$ cat src/itp_pkg.sv
// Shared types, character codes and helper functions for the infix to postfix converter.
`timescale 1ns / 1ps
`default_nettype none

package itp_pkg;

  localparam int unsigned STACK_DEPTH = 16;

  localparam logic [7:0] CH_POW  = 8'h5E;
  localparam logic [7:0] CH_MUL  = 8'h2A;
  localparam logic [7:0] CH_DIV  = 8'h2F;
  localparam logic [7:0] CH_MOD  = 8'h25;
  localparam logic [7:0] CH_ADD  = 8'h2B;
  localparam logic [7:0] CH_SUB  = 8'h2D;
  localparam logic [7:0] CH_LPAR = 8'h28;
  localparam logic [7:0] CH_RPAR = 8'h29;

  localparam logic OP_CHAR = 1'b0;
  localparam logic OP_END  = 1'b1;

  typedef enum logic [2:0] {
    CLS_END   = 3'd0,
    CLS_OPND  = 3'd1,
    CLS_LPAR  = 3'd2,
    CLS_RPAR  = 3'd3,
    CLS_OPER  = 3'd4,
    CLS_OTHER = 3'd5
  } cls_e;

  typedef enum logic [1:0] {
    EMIT_NONE = 2'd0,
    EMIT_TOP  = 2'd1,
    EMIT_CHAR = 2'd2,
    EMIT_TERM = 2'd3
  } emit_sel_e;

  typedef struct packed {
    logic      load_item;
    logic      push;
    logic      pop;
    emit_sel_e emit_sel;
    logic      emit_last;
  } ctrl_cmd_t;

  typedef struct packed {
    cls_e cls;
    logic count_zero;
    logic count_one;
    logic top_is_lpar;
    logic top_pop;
    logic next_pop;
    logic next_is_lpar;
    logic out_free;
  } dp_status_t;

  function automatic logic [1:0] rank_of(input logic [7:0] ch);
    logic [1:0] r;
    r = 2'd0;
    if (ch == CH_POW) begin
      r = 2'd3;
    end else if (ch == CH_MUL || ch == CH_DIV || ch == CH_MOD) begin
      r = 2'd2;
    end else if (ch == CH_ADD || ch == CH_SUB) begin
      r = 2'd1;
    end
    return r;
  endfunction

  function automatic logic is_operand(input logic [7:0] ch);
    return (ch >= 8'h61 && ch <= 8'h7A) || (ch >= 8'h41 && ch <= 8'h5A) ||
           (ch >= 8'h30 && ch <= 8'h39);
  endfunction

  // True when the stacked operator must leave before the incoming one is pushed.
  function automatic logic pops_before(input logic [7:0] top, input logic [7:0] ch);
    logic [1:0] tr;
    logic [1:0] r;
    tr = rank_of(top);
    r  = rank_of(ch);
    return (tr != 2'd0) && ((tr > r) || ((tr == r) && (ch != CH_POW)));
  endfunction

endpackage

`default_nettype wire

$ cat src/itp_if.sv
// Valid/ready channel interfaces for input characters and postfix results.
`timescale 1ns / 1ps
`default_nettype none

interface itp_in_if;
  logic       valid;
  logic       ready;
  logic       opcode;
  logic [7:0] character;

  modport source (output valid, output opcode, output character, input ready);
  modport sink (input valid, input opcode, input character, output ready);
endinterface

interface itp_out_if;
  logic       valid;
  logic       ready;
  logic [7:0] token;
  logic       is_terminator;
  logic       run_last;
  logic       overflow;

  modport source (output valid, output token, output is_terminator, output run_last,
                  output overflow, input ready);
  modport sink (input valid, input token, input is_terminator, input run_last,
                input overflow, output ready);
endinterface

`default_nettype wire

$ cat src/infix_to_postfix_converter_core.sv
// Top level of the infix to postfix converter: controller and datapath.
// Each item is taken in the idle state and then evaluated; an operand goes to the output
// register from its evaluation. Each popped operator passes through a wait state before the
// next evaluation, but the pop that empties the stack on a closing parenthesis goes to idle.
// Items are handled one at a time, as the registered stack read must refresh after every pop;
// a full output register stalls them. Reset clears the count, overflow, state and output valid.
`timescale 1ns / 1ps
`default_nettype none

module infix_to_postfix_converter_core #(
  parameter int unsigned StackDepth = itp_pkg::STACK_DEPTH
) (
  input  wire logic  clk_i,
  input  wire logic  rst_ni,
  itp_in_if.sink     in_i,
  itp_out_if.source  out_o
);

  itp_pkg::ctrl_cmd_t  cmd;
  itp_pkg::dp_status_t status;
  logic                in_ready;

  assign in_i.ready = in_ready;

  itp_ctrl u_ctrl (
    .clk_i      (clk_i),
    .rst_ni     (rst_ni),
    .in_valid_i (in_i.valid),
    .in_ready_o (in_ready),
    .status_i   (status),
    .cmd_o      (cmd)
  );

  itp_dp #(
    .StackDepth (StackDepth)
  ) u_dp (
    .clk_i       (clk_i),
    .rst_ni      (rst_ni),
    .opcode_i    (in_i.opcode),
    .character_i (in_i.character),
    .cmd_i       (cmd),
    .status_o    (status),
    .out_o       (out_o)
  );

endmodule

`default_nettype wire

$ cat src/itp_dp.sv
// Datapath: item register, operator stack memory, stack count, overflow flag and output register.
`timescale 1ns / 1ps
`default_nettype none

module itp_dp #(
  parameter int unsigned StackDepth = itp_pkg::STACK_DEPTH
) (
  input  wire logic                   clk_i,
  input  wire logic                   rst_ni,
  input  wire logic                   opcode_i,
  input  wire logic [7:0]             character_i,
  input  wire itp_pkg::ctrl_cmd_t     cmd_i,
  output      itp_pkg::dp_status_t    status_o,
  itp_out_if.source                   out_o
);

  localparam int unsigned CntW = $clog2(StackDepth + 1);
  localparam int unsigned IdxW = $clog2(StackDepth);

  logic [7:0]      stack_mem [StackDepth];
  logic            op_q;
  logic [7:0]      ch_q;
  logic [7:0]      top_q;
  logic [7:0]      rd_q;
  logic [CntW-1:0] count_q, count_d;
  logic            ovf_q, ovf_d;
  logic            out_valid_q, out_valid_d;
  logic [7:0]      tok_q;
  logic            term_q;
  logic            last_q;
  logic            oflag_q;
  logic            full;
  logic            emit;
  logic [CntW-1:0] rd_cnt;
  logic [IdxW-1:0] rd_addr;
  itp_pkg::cls_e   cls;

  assign full    = (count_q == CntW'(StackDepth));
  assign emit    = (cmd_i.emit_sel != itp_pkg::EMIT_NONE);
  assign rd_cnt  = count_q - CntW'(2);
  assign rd_addr = rd_cnt[IdxW-1:0];

  always_comb begin
    if (op_q == itp_pkg::OP_END) begin
      cls = itp_pkg::CLS_END;
    end else if (itp_pkg::is_operand(ch_q)) begin
      cls = itp_pkg::CLS_OPND;
    end else if (ch_q == itp_pkg::CH_LPAR) begin
      cls = itp_pkg::CLS_LPAR;
    end else if (ch_q == itp_pkg::CH_RPAR) begin
      cls = itp_pkg::CLS_RPAR;
    end else if (itp_pkg::rank_of(ch_q) != 2'd0) begin
      cls = itp_pkg::CLS_OPER;
    end else begin
      cls = itp_pkg::CLS_OTHER;
    end
  end

  always_comb begin
    status_o.cls          = cls;
    status_o.count_zero   = (count_q == '0);
    status_o.count_one    = (count_q == CntW'(1));
    status_o.top_is_lpar  = (top_q == itp_pkg::CH_LPAR);
    status_o.top_pop      = itp_pkg::pops_before(top_q, ch_q);
    status_o.next_pop     = itp_pkg::pops_before(rd_q, ch_q);
    status_o.next_is_lpar = (rd_q == itp_pkg::CH_LPAR);
    status_o.out_free     = !out_valid_q || out_o.ready;
  end

  always_comb begin
    count_d = count_q;
    ovf_d   = ovf_q;
    if (cmd_i.push) begin
      if (full) begin
        ovf_d = 1'b1;
      end else begin
        count_d = count_q + CntW'(1);
      end
    end else if (cmd_i.pop) begin
      count_d = count_q - CntW'(1);
    end
    if (cmd_i.emit_sel == itp_pkg::EMIT_TERM) begin
      ovf_d = 1'b0;
    end
    if (emit) begin
      out_valid_d = 1'b1;
    end else if (out_o.ready) begin
      out_valid_d = 1'b0;
    end else begin
      out_valid_d = out_valid_q;
    end
  end

  always_ff @(posedge clk_i or negedge rst_ni) begin
    if (!rst_ni) begin
      count_q     <= '0;
      ovf_q       <= 1'b0;
      out_valid_q <= 1'b0;
    end else begin
      count_q     <= count_d;
      ovf_q       <= ovf_d;
      out_valid_q <= out_valid_d;
    end
  end

  // The stack keeps its top in a register; the entry below it is read every cycle.
  always_ff @(posedge clk_i) begin
    rd_q <= stack_mem[rd_addr];
    if (cmd_i.push && !full) begin
      stack_mem[count_q[IdxW-1:0]] <= ch_q;
    end
  end

  always_ff @(posedge clk_i) begin
    if (cmd_i.load_item) begin
      op_q <= opcode_i;
      ch_q <= character_i;
    end
    if (cmd_i.push && !full) begin
      top_q <= ch_q;
    end else if (cmd_i.pop) begin
      top_q <= rd_q;
    end
    if (emit) begin
      last_q <= cmd_i.emit_last;
      unique case (cmd_i.emit_sel)
        itp_pkg::EMIT_TOP: begin
          tok_q   <= top_q;
          term_q  <= 1'b0;
          oflag_q <= 1'b0;
        end
        itp_pkg::EMIT_CHAR: begin
          tok_q   <= ch_q;
          term_q  <= 1'b0;
          oflag_q <= 1'b0;
        end
        default: begin
          tok_q   <= 8'h00;
          term_q  <= 1'b1;
          oflag_q <= ovf_q;
        end
      endcase
    end
  end

  assign out_o.valid         = out_valid_q;
  assign out_o.token         = tok_q;
  assign out_o.is_terminator = term_q;
  assign out_o.run_last      = last_q;
  assign out_o.overflow      = oflag_q;

endmodule

`default_nettype wire

$ cat src/itp_ctrl.sv
// Controller state machine that sequences pushes, pops and result transfers for each item.
`timescale 1ns / 1ps
`default_nettype none

module itp_ctrl (
  input  wire logic                clk_i,
  input  wire logic                rst_ni,
  input  wire logic                in_valid_i,
  output      logic                in_ready_o,
  input  wire itp_pkg::dp_status_t status_i,
  output      itp_pkg::ctrl_cmd_t  cmd_o
);

  typedef enum logic [2:0] {
    S_IDLE = 3'b001,
    S_EVAL = 3'b010,
    S_WAIT = 3'b100
  } state_e;

  state_e state_q, state_d;

  assign in_ready_o = (state_q == S_IDLE);

  always_comb begin
    state_d = state_q;
    cmd_o   = '{load_item: 1'b0, push: 1'b0, pop: 1'b0,
                emit_sel: itp_pkg::EMIT_NONE, emit_last: 1'b0};
    unique case (state_q)
      S_IDLE: begin
        if (in_valid_i) begin
          cmd_o.load_item = 1'b1;
          state_d         = S_EVAL;
        end
      end
      S_EVAL: begin
        unique case (status_i.cls)
          itp_pkg::CLS_END: begin
            if (status_i.out_free) begin
              if (!status_i.count_zero) begin
                cmd_o.emit_sel = itp_pkg::EMIT_TOP;
                cmd_o.pop      = 1'b1;
                state_d        = S_WAIT;
              end else begin
                cmd_o.emit_sel  = itp_pkg::EMIT_TERM;
                cmd_o.emit_last = 1'b1;
                state_d         = S_IDLE;
              end
            end
          end
          itp_pkg::CLS_OPND: begin
            if (status_i.out_free) begin
              cmd_o.emit_sel  = itp_pkg::EMIT_CHAR;
              cmd_o.emit_last = 1'b1;
              state_d         = S_IDLE;
            end
          end
          itp_pkg::CLS_LPAR: begin
            cmd_o.push = 1'b1;
            state_d    = S_IDLE;
          end
          itp_pkg::CLS_RPAR: begin
            if (status_i.count_zero) begin
              state_d = S_IDLE;
            end else if (status_i.top_is_lpar) begin
              cmd_o.pop = 1'b1;
              state_d   = S_IDLE;
            end else if (status_i.out_free) begin
              cmd_o.emit_sel  = itp_pkg::EMIT_TOP;
              cmd_o.pop       = 1'b1;
              cmd_o.emit_last = status_i.count_one || status_i.next_is_lpar;
              state_d         = status_i.count_one ? S_IDLE : S_WAIT;
            end
          end
          itp_pkg::CLS_OPER: begin
            if (!status_i.count_zero && status_i.top_pop) begin
              if (status_i.out_free) begin
                cmd_o.emit_sel  = itp_pkg::EMIT_TOP;
                cmd_o.pop       = 1'b1;
                cmd_o.emit_last = status_i.count_one || !status_i.next_pop;
                state_d         = S_WAIT;
              end
            end else begin
              cmd_o.push = 1'b1;
              state_d    = S_IDLE;
            end
          end
          default: begin
            state_d = S_IDLE;
          end
        endcase
      end
      S_WAIT: begin
        state_d = S_EVAL;
      end
      default: begin
        state_d = S_IDLE;
      end
    endcase
  end

  always_ff @(posedge clk_i or negedge rst_ni) begin
    if (!rst_ni) begin
      state_q <= S_IDLE;
    end else begin
      state_q <= state_d;
    end
  end

endmodule

`default_nettype wire
$ cat src/flat_wrapper.sv
// flat-port wrapper written by rule: the top's interface ports become plain ports
module infix_to_postfix_converter_core_flat 
#(
  parameter int unsigned StackDepth = itp_pkg::STACK_DEPTH
)
  (clk_i, rst_ni, in_i_valid, in_i_opcode, in_i_character, in_i_ready, out_o_valid, out_o_token, out_o_is_terminator, out_o_run_last, out_o_overflow, out_o_ready);
  itp_in_if in_i_i ();
  itp_out_if out_o_i ();
  input  wire logic clk_i;
  input  wire logic rst_ni;
  input wire logic [$bits(in_i_i.valid)-1:0] in_i_valid;
  input wire logic [$bits(in_i_i.opcode)-1:0] in_i_opcode;
  input wire logic [$bits(in_i_i.character)-1:0] in_i_character;
  output wire logic [$bits(in_i_i.ready)-1:0] in_i_ready;
  output wire logic [$bits(out_o_i.valid)-1:0] out_o_valid;
  output wire logic [$bits(out_o_i.token)-1:0] out_o_token;
  output wire logic [$bits(out_o_i.is_terminator)-1:0] out_o_is_terminator;
  output wire logic [$bits(out_o_i.run_last)-1:0] out_o_run_last;
  output wire logic [$bits(out_o_i.overflow)-1:0] out_o_overflow;
  input wire logic [$bits(out_o_i.ready)-1:0] out_o_ready;
  assign in_i_i.valid = in_i_valid;
  assign in_i_i.opcode = in_i_opcode;
  assign in_i_i.character = in_i_character;
  assign in_i_ready = in_i_i.ready;
  assign out_o_valid = out_o_i.valid;
  assign out_o_token = out_o_i.token;
  assign out_o_is_terminator = out_o_i.is_terminator;
  assign out_o_run_last = out_o_i.run_last;
  assign out_o_overflow = out_o_i.overflow;
  assign out_o_i.ready = out_o_ready;
  infix_to_postfix_converter_core #(.StackDepth(StackDepth)) u_core (.clk_i(clk_i), .rst_ni(rst_ni), .in_i(in_i_i), .out_o(out_o_i));
endmodule
$ cat config.mk
export PLATFORM = sky130hd
export DESIGN_NAME = infix_to_postfix_converter_core_flat
export DESIGN_NICKNAME = d
export VERILOG_FILES = /design/src/itp_pkg.sv /design/src/itp_if.sv /design/src/infix_to_postfix_converter_core.sv /design/src/itp_dp.sv /design/src/itp_ctrl.sv /design/src/flat_wrapper.sv
export SDC_FILE = /design/constraint.sdc
export NUM_CORES = 1
export LEC_CHECK = 0
export BUFFER_PORTS_ARGS = -buffer_cell sky130_fd_sc_hd__buf_2
export CAP_MARGIN = 20
export CORE_UTILIZATION = 60
export DETAILED_ROUTE_END_ITERATION = 8
export GPL_ROUTABILITY_DRIVEN = 0
export HOLD_SLACK_MARGIN = 0.08
export PLACE_DENSITY = 0.77
export SYNTH_ARGS = -nofsm -noshare
export SYNTH_HDL_FRONTEND = slang
export SYNTH_SLANG_ARGS = --single-unit
export TNS_END_PERCENT = 100
$ cat constraint.sdc
create_clock -name clk_i -period 4.85 [get_ports clk_i]
set_input_delay 0.97 -clock clk_i [delete_from_list [all_inputs] [get_ports clk_i]]
set_output_delay 0.97 -clock clk_i [all_outputs]
set_load 0.02 [all_outputs]
# Word-level counts from Yosys, hierarchy flattened
# Memories as Yosys holds them, arrays and structs flattened. A register that Yosys moved wholly into a read port is not among the register bits.
# Index checks and enable logic that the tools add are counted.
[totals]
regBits = 38
ram_bits = 128
in_bits = 13
out_inout_bits = 13
elab_cells = 172
memories = 1
[mem_list]
columns = ["memory", "words", "word_bits", "read_ports", "rd_ports_with_merged_regs", "write_ports", "line", "text"]
rows = [
  ["u_core.u_dp.stack_mem", 16, 8, 1, 1, 1, "itp_dp.sv:20", "logic [7:0] stack_mem [StackDepth];"],
]
[classes]
add_sub_neg = 3
n_lt_le_gt_ge = 8
eq_ne = 43
n_mux = 62
n_reduce_logical = 44
[op_table]
columns = ["op", "n"]
rows = [
  ["equality test 8 x 6 -> 1 bit, second input constant", 19],
  ["2-to-1 mux 3 bit", 16],
  ["equality test 8 x 7 -> 1 bit, second input constant", 3],
  ["case mux 3 bit (4 select lines)", 2],
  ["2-to-1 mux 2 bit", 11],
  ["2-to-1 mux 4 bit", 5],
  ["2-to-1 mux 5 bit", 4],
  ["2-to-1 mux 1 bit", 18],
  ["nonzero test 2 bit", 9],
  [">= comparator 8 x 7 -> 1 bit, second input constant", 2],
  ["<= comparator 8 x 7 -> 1 bit, second input constant", 2],
  ["logical OR 1 bit", 16],
  ["2-to-1 mux 8 bit", 2],
  ["case mux 8 bit (2 select lines)", 1],
  ["equality test 3 x 2 -> 1 bit, second input constant", 3],
  ["logical AND 1 bit", 9],
  ["case mux 3 bit (3 select lines)", 1],
  [">= comparator 8 x 6 -> 1 bit, second input constant", 1],
  ["<= comparator 8 x 6 -> 1 bit, second input constant", 1],
  ["!= test 8 x 7 -> 1 bit, second input constant", 1],
  ["equality test 3 x 1 -> 1 bit, second input constant", 2],
  ["equality test 3 bit, second input constant", 2],
  ["!= test 3 x 2 -> 1 bit, second input constant", 2],
  ["adder 5 x 1 -> 5 bit, second input constant", 1],
  ["19 further kinds", 27],
]

# Logic depth before layout (Yosys ltp)
# Gate-level depths: netlist of run 1.
[logic_depth]
depth_word = 21
mapped_depth = 17
mapped_depth_nobuf = 16

# Modules after synthesis
# From an unflattened synthesis of run 1, not the netlist that was laid out.
[hier_totals]
hier_cells = 504
hier_area_um2 = 7739.9
[by_module_without_submodules]
columns = ["module", "instances", "cells_each", "area_per_inst_um2", "seq_area_each_um2"]
rows = [
  ["itp_dp", 1, 460, 7399.6, 5019.8],
  ["itp_ctrl", 1, 44, 340.3, 76.3],
]

# Least setup slack after synthesis of run 1
# No wires, ideal clock.
[synth_timing]
kind = "reg-to-reg"
start = "register u_core.u_dp.ch_q[4]"
end = "memory u_core.u_dp.stack_mem[11][0] (enable)"
setup_time_ps = 370
arrival_ps = 3414
required_ps = 4480
setup_slack_ps = 1066
stages_incl_launch_ff = 15
path_buffers = 3
synth_period_minus_slack_ps = 3784
path_cell_list = "edfxtp_1 or4b_4 o21ai_0 ha_1 nand2b_1 a21oi_1 a311oi_1 and2_1 buf_2 o31ai_2 and3_1 buf_6 buf_8 nand2_2 nor2_1"
[synth_via]
elab_chain_len = 21
word_cells_on_any_way = 50
cone_classes = "order compare (7); eq/ne (12); mux (17); reduce/logical (14)"
[synth_rtl]
columns = ["item", "line", "text"]
rows = [
  ["from (decl)", "itp_dp.sv:22", "logic [7:0] ch_q;"],
  ["from (signal assigned)", "itp_dp.sv:117", "ch_q <= character_i;"],
  ["equality test 8 x 6 -> 1 bit, on equally long branches", "itp_pkg.sv:63, itp_pkg.sv:61", ""],
  ["logical OR 1 bit, on equally long branches", "itp_pkg.sv:63, itp_pkg.sv:61", ""],
  ["2-to-1 mux 1 bit or logical OR 1 bit (tied branches)", "itp_pkg.sv:63, itp_pkg.sv:61", ""],
  ["2-to-1 mux 2 bit", "itp_pkg.sv:61", "end else if (ch == CH_MUL || ch == CH_DIV || ch == CH_MOD) begin"],
  ["2-to-1 mux 2 bit", "itp_pkg.sv:59", "if (ch == CH_POW) begin"],
  ["2-to-1 mux 2 bit", "itp_dp.sv:50", "end else if (ch_q == itp_pkg::CH_RPAR) begin"],
  ["2-to-1 mux 2 bit", "itp_dp.sv:48", "end else if (ch_q == itp_pkg::CH_LPAR) begin"],
  ["2-to-1 mux 2 bit", "itp_dp.sv:46", "end else if (itp_pkg::is_operand(ch_q)) begin"],
  ["(+5 left out)", "--", ""],
  ["2-to-1 mux 3 bit", "itp_dp.sv:46", ""],
  ["2-to-1 mux 3 bit", "itp_dp.sv:44", "if (op_q == itp_pkg::OP_END) begin"],
  ["equality test 3 bit or equality test 3 x 2 -> 1 bit (tied branches)", "itp_ctrl.sv:36", "unique case (status_i.cls)"],
  ["case mux 1 bit (2 select lines) (*)", "itp_ctrl.sv:36", ""],
  ["2-to-1 mux 5 bit (*)", "itp_ctrl.sv:28", "unique case (state_q)"],
  ["logical AND 1 bit (*)", "itp_dp.sv:109", "if (cmd_i.push && !full) begin"],
  ["2-to-1 mux 1 bit (*)", "itp_dp.sv:109", ""],
  ["2-to-1 mux 1 bit (implied by the code) (*)", "itp_dp.sv:110", "stack_mem[count_q[IdxW-1:0]] <= ch_q;"],
  ["to (decl)", "itp_dp.sv:20", ""],
]
# Every way passes the cells marked *; elsewhere a longest branch is shown, timed or not. The select of a mux whose other input is x is not followed.

# Final worst setup path of run 1
[layout_timing]
start = "register u_core.u_dp.ch_q[4]"
end = "memory u_core.u_dp.stack_mem[4][7] (enable)"
# The elaborated chain is that of the path after synthesis.

==> results of run 1 <==
metal layers:
| layer | global-route usage | up-vias | share of wire |
|---|---|---|---|
| met1 | 0.3928 | 2208 | 0.40 |
| met5 | 0 | - | 0 |
| met3 | 0.05430 | 33 | 0.10 |
| met2 | 0.4137 | 278 | 0.48 |
| met4 | 0.1117 | 0 | 0.022 |
| li1 | - | 1935 | - |
flip-flops by register name, summed over array words and instances, names as in the netlist:
signal / cells
u_core.u_ctrl.state_q: 3
u_core.u_dp.stack_mem: 128
u_core.u_dp.out_o.overflow: 1
u_core.u_dp.count_q: 5
u_core.u_dp.out_o.token: 8
u_core.u_dp.ovf_q: 1
u_core.u_dp.ch_q: 8
u_core.u_dp.out_o.is_terminator: 1
u_core.u_dp.rd_q: 8
u_core.u_dp.top_q: 8
u_core.u_dp.op_q: 1
u_core.u_dp.out_o.run_last: 1
u_core.u_dp.out_o.valid: 1
cell type report:
type,instances,area (um2),area share
Sequential cell,174,5097,0.5864
Clock buffer,21,450.4,0.05181
Clock inverter,11,178.9,0.02058
Multi-Input combinational cell,254,2399,0.2759
Tap cell,168,210.2,0.02418
Timing Repair Buffer,48,297.8,0.03425
Inverter,16,60.06,0.006908
report_power, final:
part           internal [uW]  switching (uW)  total, uW
Combinational            528             601       1130
Clock                    884             556       1440
Sequential              1800             140       1940
stage by stage:
stage                     instance area (um2)  hold WS (ns)  power (uW)
after floorplan                          7667        0.4583        2766
after global placement                   8064        0.5035        3061
after detailed placement                 8064        0.5188        3086
after CTS                                8693        0.3937        4529
after global routing                     8693        0.3988        4690
final                                    8693        0.3975        4511
cell families (layout without fill, tap and decap cells):
| logic type | Yosys count | in the layout |
|---|---|---|
| AOI/OAI and AO/OA | 63 | 63 |
| xor gates and xnor gates | 11 | 11 |
| adders and majority gates | 16 | 16 |
| buffers and inverters | 40 | 96 |
| DFF | 174 | 174 |
| muxes | 49 | 49 |
| and+or+nand+nor | 115 | 115 |
synth_stat cells (all sizes together) (3+ instances only):
| cell | count |
|---|---|
| a21boi | 3 |
| a21oi | 4 |
| a22o | 3 |
| a22oi | 9 |
| a31oi | 3 |
| and2 | 7 |
| and3 | 5 |
| buf | 7 |
| clkbuf | 17 |
| dfrtp | 9 |
| dfxtp | 8 |
| edfxtp | 156 |
| ha | 16 |
| inv | 15 |
| mux2 | 6 |
| mux2i | 3 |
| mux4 | 40 |
| nand2 | 26 |
| nand2b | 4 |
| nand3 | 6 |
| nand3b | 3 |
| nor2 | 34 |
| nor2b | 7 |
| nor3 | 7 |
| o21ai | 12 |
| o31ai | 4 |
| xnor2 | 5 |
| xor2 | 6 |
worst max-delay path, stage by stage (launching register included):
cell,delay [ns]
edfxtp_1,0.39
buf_4,0.29
nor4bb_1,0.51
nand3_1,0.20
o21ai_0,0.17
ha_1,0.31
nand2b_1,0.14
a21oi_1,0.14
a311oi_1,0.08
and2_1,0.25
o31ai_2,0.29
and3_1,0.32
buf_4,0.27
nand2_1,0.13
nor2_1,0.13
buf_4,0.20
final timing paths:
check / startpoint / endpoint / slack (ns) / depth (start not counted)
worst max-delay path: u_core.u_dp.ch_q[4] / u_core.u_dp.stack_mem[4][7] / 0.71 / 15
min in group clk_i: u_core.u_dp.count_q[4] / u_core.u_dp.count_q[4] / 0.52 / 1
worst min-delay path: rst_ni / u_core.u_dp.out_o.valid / 0.40 / 1
worst max register to register: u_core.u_dp.ch_q[4] / u_core.u_dp.stack_mem[4][7] / 0.71 / 15
max in group asynchronous: rst_ni / u_core.u_ctrl.state_q[0] / 4.19 / 1
worst min register to register: u_core.u_dp.count_q[4] / u_core.u_dp.count_q[4] / 0.52 / 1
layout by cell type (no fill, tap or decap), types with 5 or more instances in the layout:
cell and instances:
nand2_1 23, inv_1 15, and2_1 7, clkbuf_16 17, mux4_2 40, nor2_1 34
buf_2 25, nor2b_1 7, buf_4 23, edfxtp_1 156, xor2_1 6, dfxtp_1 8
nand3_1 6, and3_1 5, dfrtp_1 8, o21ai_0 12, ha_1 16, a22oi_1 9
==> run_results.csv, run 1 <==
group,metric,value,unit
routing,vias,4454,
logic_synthesis,postSynthAreaPerCell,16.38,um2
logic_synthesis,synth_edf_count,156,
die,rows,40,
cells_and_area,drive_above_1_share,0.2634,
min_path,min_path_type,"input port to asynchronous set/reset pin",
sta,fin_crit_sh,0.8540,
setup_path,crit_fanout,20,
sta,period_needed,4.142,ns
clocking,clk_path_buf_depth,2,
global_routing,antenna_found_initial,0,
clocking,postCtsSetupRepairBufs,0,
pwr,p_leak,0.003041,uW
sta,hold_violations,0,
clocking,path_clk_slew,0.06,ns
sta,tightest_slew,0.8025,ns
logic_synthesis,ys_seq_area_frac,0.6647,
setup_path,cp-end-kind,"flip-flop",
logic_synthesis,async_reset_ff_frac,0.05747,
die,start_util,0.6279,
logic_synthesis,ys_ff_latch,174,
pwr,peakVddDrop,0.0006266,V
routing,drc_errors,0,
cells_and_area,fin_cells,692,
clocking,clock_sinks,174,
placement,place_inst,660,
placement,dp_hpwl,10250,um
clocking,tritoncts,"done",
sta,finClkSkew,0.009815,ns
logic_synthesis,synth.mux.area_fraction,0.1302,
clocking,ctsResizeCount,0,
sta,slew_headroom,0.4650,
global_routing,grt_max_degree,38,
global_routing,track_usage,0.2723,
die,fp.dieH,115.0,um
logic_synthesis,synth_area,7667,um2
cells_and_area,n_fill_cell,771,
global_routing,grt_overflow,0,
routing,routed_wl,16100,um
logic_synthesis,synth_top_area_share,0.6110,
sta,worst_slack,0.7081,ns
clocking,cts_inserted_buffers,17,
routing,drt_iter0_markers,658,
setup_path,critPathRequiredTime,4.98,ns
pwr,powerDensity,518.9,nW/um2
logic_synthesis,synth_top_family_by_area,"multiplexers",
die,die_w,115.0,um
logic_synthesis,yosys.area_share.simple,0.08045,
logic_synthesis,synthesis.nets,497,
logic_synthesis,synth_ff_type,"edfxtp_1",
sta,finalSetupTns,0,ns
setup_path,cp.arrival,4.27,ns
sta,final-setup-viol-count,0,
cells_and_area,nets,540,
setup_path,crit_type,"flip-flop to flip-flop",
clocking,clk_latency,0.43,ns
logic_synthesis,netlist_instances,468,
cells_and_area,area_growth,13.38,%
logic_synthesis,synth_compound_area_frac,0.06250,
die,ios,26,
logic_synthesis,synth_cell_types,70,
logic_synthesis,synth_fa_ha_area_frac,0.02611,
flow_run,cap_violations,0,
logic_synthesis,ys_warn_count,0,
cells_and_area,antenna_cells,0,
placement,preCtsSetupSlack,0.7112,ns
sta,rsz0062_at_grt,"false",
logic_synthesis,synth.area.top_cells,"edfxtp_1 61%, mux4_2 12%, dfrtp_1 2.9%",
logic_synthesis,synth_xor_xnor_area_share,0.01354,
clocking,cts_hold_buf,0,
global_routing,grt_pass1_vias,4367,
sta,fmax,241.4,MHz
logic_synthesis,yosysTopAreaCell,"edfxtp_1",
routing,wire_per_inst,23.27,um
routing,dr.pass1.iters,5,
die,fp.dieArea,13240,um2
clocking,cts-root-buf,"clkbuf_16",
die,coreArea,12210,um2
global_routing,grt_pass1_wl,25110,um
routing,antenna_left,0,
status,outcome,"completed",
placement,io_buffers,25,
routing,via_per_inst,6.436,
sta,slew_violations,0,
cells_and_area,finish.utilization,0.7119,
clocking,cts_max_level,4,
setup_path,worst_setup_path_start_kind,"flip-flop",
No activity file was read; power rests on OpenSTA's default activity.
==> inputs of run 2 (changes only) <==
--- a/config.mk
+++ b/config.mk
@@ -7,12 +7,16 @@
 export LEC_CHECK = 0
 export BUFFER_PORTS_ARGS = -buffer_cell sky130_fd_sc_hd__buf_2
 export CAP_MARGIN = 20
-export CORE_UTILIZATION = 60
+export CELL_PAD_IN_SITES_DETAIL_PLACEMENT = 1
+export CELL_PAD_IN_SITES_GLOBAL_PLACEMENT = 1
+export CORE_UTILIZATION = 53
+export CTS_CLUSTER_SIZE = 40
 export DETAILED_ROUTE_END_ITERATION = 8
 export GPL_ROUTABILITY_DRIVEN = 0
 export HOLD_SLACK_MARGIN = 0.08
-export PLACE_DENSITY = 0.77
+export PLACE_DENSITY_LB_ADDON = 0.1
 export SYNTH_ARGS = -nofsm -noshare
 export SYNTH_HDL_FRONTEND = slang
+export SYNTH_HIERARCHICAL = 1
 export SYNTH_SLANG_ARGS = --single-unit
 export TNS_END_PERCENT = 100
==> run 2 against run 1 <==
Net effect:
- via count is 3.8% higher
- sequential power about the same
- die area increased by 14%
- critical path depth is 1 higher
- total power up 7.9%
- clock skew barely moved
- setup slack got worse by 0.34 ns
- register-to-register slack worse by 0.34 ns
- design area grew 0.24%
- largest cell class unchanged
==> run_results.csv, run 2 <==
group,metric,value,unit
status,outcome,"completed",
routing,drt_iter0_markers,424,
logic_synthesis,synth_ff_type,"edfxtp_1",
cells_and_area,largest_reg_flops,128,
clocking,clk_latency,0.43,ns
logic_synthesis,yosys.cell_count.top_type,"edfxtp_1",
logic_synthesis,synth_cell_types,64,
clocking,cts-root-buf,"clkbuf_16",
sta,fin_crit_sh,0.9234,
routing,routed_wl,18960,um
logic_synthesis,synthesis.nets,532,
setup_path,worstRegToRegCells,16,
die,fp.dieArea,15090,um2
pwr,peakVddDrop,0.0004729,V
setup_path,worst_setup_path_start_kind,"flip-flop",
clocking,tritoncts,"done",
sta,finalSetupTns,0,ns
clocking,path_clk_slew,0.06,ns
logic_synthesis,synth_area,7740,um2
sta,rsz0062_at_grt,"false",
global_routing,grt_overflow,0,
setup_path,cp-end-kind,"flip-flop",
clocking,postCtsSetupRepairBufs,0,
routing,drc_errors,0,
logic_synthesis,ys_ff_latch,174,
routing,vias,4624,
cells_and_area,drive_above_1_share,0.1938,
sta,tightest_slew,1.026,ns
logic_synthesis,ys_seq_area_frac,0.6584,
setup_path,r2r-end,"u_core/u_dp/stack_mem[2][3]",
clocking,ctsResizeCount,0,
pwr,powerDensity,558.6,nW/um2
logic_synthesis,netlist_instances,504,
sta,finClkSkew,0.009621,ns
clocking,clock_sinks,174,
routing,antenna_left,0,
logic_synthesis,postSynthAreaPerCell,15.36,um2
clocking,cts_inserted_buffers,17,
cells_and_area,antenna_cells,0,
pwr,p_leak,0.003094,uW
placement,io_buffers,25,
global_routing,grt_max_degree,49,
logic_synthesis,ys_warn_count,6,
clocking,cts_max_level,4,
clocking,cts_hold_buf,0,
setup_path,r2r-start,"u_core/u_dp/top_q[7]",
cells_and_area,fin_area,8715,um2
cells_and_area,final_cell_mix,"156 x edfxtp_1, 29 x nor2_1, 26 x nand2_1",
setup_path,crit_type,"flip-flop to flip-flop",
flow_run,cap_violations,0,
logic_synthesis,synth_common_cells,"156 x edfxtp_1, 29 x nor2_1, 26 x nand2_1, 25 x mux2i_1, 16 x a22oi_1",
logic_synthesis,async_reset_ff_frac,0.05747,
logic_synthesis,synth_edf_count,156,
die,start_util,0.5512,
routing,dr.pass1.iters,5,
setup_path,cp.arrival,4.61,ns
die,ios,26,
cells_and_area,final_common_cell,"edfxtp_1",
setup_path,crit_fanout,14,
logic_synthesis,yosysTopAreaCell,"edfxtp_1",
clocking,clk_path_buf_depth,2,
global_routing,grt_pass1_vias,4744,
routing,wire_per_inst,25.89,um
routing,via_per_inst,6.317,
sta,period_needed,4.478,ns
cells_and_area,nets,567,
sta,hold_violations,0,
logic_synthesis,synth.area.top_cells,"edfxtp_1 61%, mux4_2 3.5%, mux4_1 3.4%",
sta,fmax,223.3,MHz
die,coreArea,14040,um2
global_routing,antenna_found_initial,0,
logic_synthesis,synth_top_area_share,0.6052,
sta,slew_violations,0,
global_routing,track_usage,0.2746,
die,die_w,122.8,um
setup_path,reg2reg_slack,0.37,ns
min_path,min_path_type,"input port to asynchronous set/reset pin",
die,rows,43,
sta,final-setup-viol-count,0,
die,fp.dieH,122.8,um
placement,dp_hpwl,12810,um
sta,slew_headroom,0.3145,
placement,dpl-instance-area,8080,um2
setup_path,critPathRequiredTime,4.98,ns
cells_and_area,area_growth,12.59,%
global_routing,grt_pass1_wl,28500,um
## run 2: logic make-up (layout without fill, tap and decap cells)
family / after synthesis / count (layout) / share of synthesized area
AO/OA/AOI/OAI: 81 / 81 / 0.07404
XOR/XNOR: 7 / 7 / 0.007921
adder cells (fa/ha/maj): 16 / 16 / 0.02554
buffers and inverters: 41 / 89 / 0.02522
flip-flops: 174 / 174 / 0.6584
multiplexers: 56 / 56 / 0.1143
AND/OR/NAND/NOR: 129 / 129 / 0.09457
## run 2: final cells by class
class                      count  area [um2]
inverter                      15       56.30
clock inverter                15       209.0
timing repair buffer          42       252.7
multi-input combinational    289        2449
tap                          180       225.2
fill                        1290        5328
sequential                   174        5097
clock buffer                  17       425.4
## run 2: critical path, cell delays in order (launching register included)
cell and delay [ns]:
edfxtp_1 0.45, nor4b_2 0.63, nand3b_1 0.24, nand3_1 0.14, nand3_1 0.14, ha_1 0.32
nand2b_1 0.14, a21oi_1 0.15, a31oi_1 0.06, o21a_1 0.14, nand2b_1 0.09, nand2_1 0.08
mux2_2 0.27, nor3_1 0.21, nand2_1 0.39, nor4b_1 0.46, buf_4 0.25
## run 2: power by group
part | internal [uW] | total (uW) | switching (uW)
sequential | 1810 | 1960 | 151
clock | 873 | 1450 | 580
combinational | 565 | 1450 | 885
total | 3250 | 4870 | 1620
## run 2: metrics by stage
step                      hold WS (ns)  power (uW)  setup slack, ns  utilization  std cells
final                           0.4287        4868           0.3717       0.6206        732
after global routing            0.4328        5057          0.05367       0.6206        732
after detailed placement        0.5532        3418           0.4952       0.5754        700
after floorplan                 0.4549        2954           0.2637            -        504
after global placement          0.5461        3375           0.6897       0.5754        700
after CTS                       0.4111        4873           0.4178       0.6206        732
## run 2: how the worst max path moves through the flow
stage | from | end | slack, ns | cells after the start
finish | u_core/u_dp/top_q[7] | u_core/u_dp/stack_mem[2][3] | 0.37 | 16
CTS | u_core/u_dp/top_q[7] | u_core/u_dp/stack_mem[10][1] | 0.42 | 16
floorplan | u_core/u_dp/ch_q[6] | u_core/u_dp/stack_mem[2][0] | 0.26 | 16
global placement | u_core/u_dp/ch_q[5] | u_core/u_dp/stack_mem[11][6] | 0.69 | 15
detailed placement | u_core/u_dp/top_q[7] | u_core/u_dp/stack_mem[10][1] | 0.50 | 16
global route | u_core/u_dp/top_q[7] | u_core/u_dp/stack_mem[2][3] | 0.05 | 16
## run 2: metal layers
layer  part of all wire  global-route usage  wire (um)
met1               0.44              0.3798       8346
met2               0.48              0.4231       9078
met3              0.063             0.06459       1186
met4              0.018              0.1067        344
met5                  0                   0          0
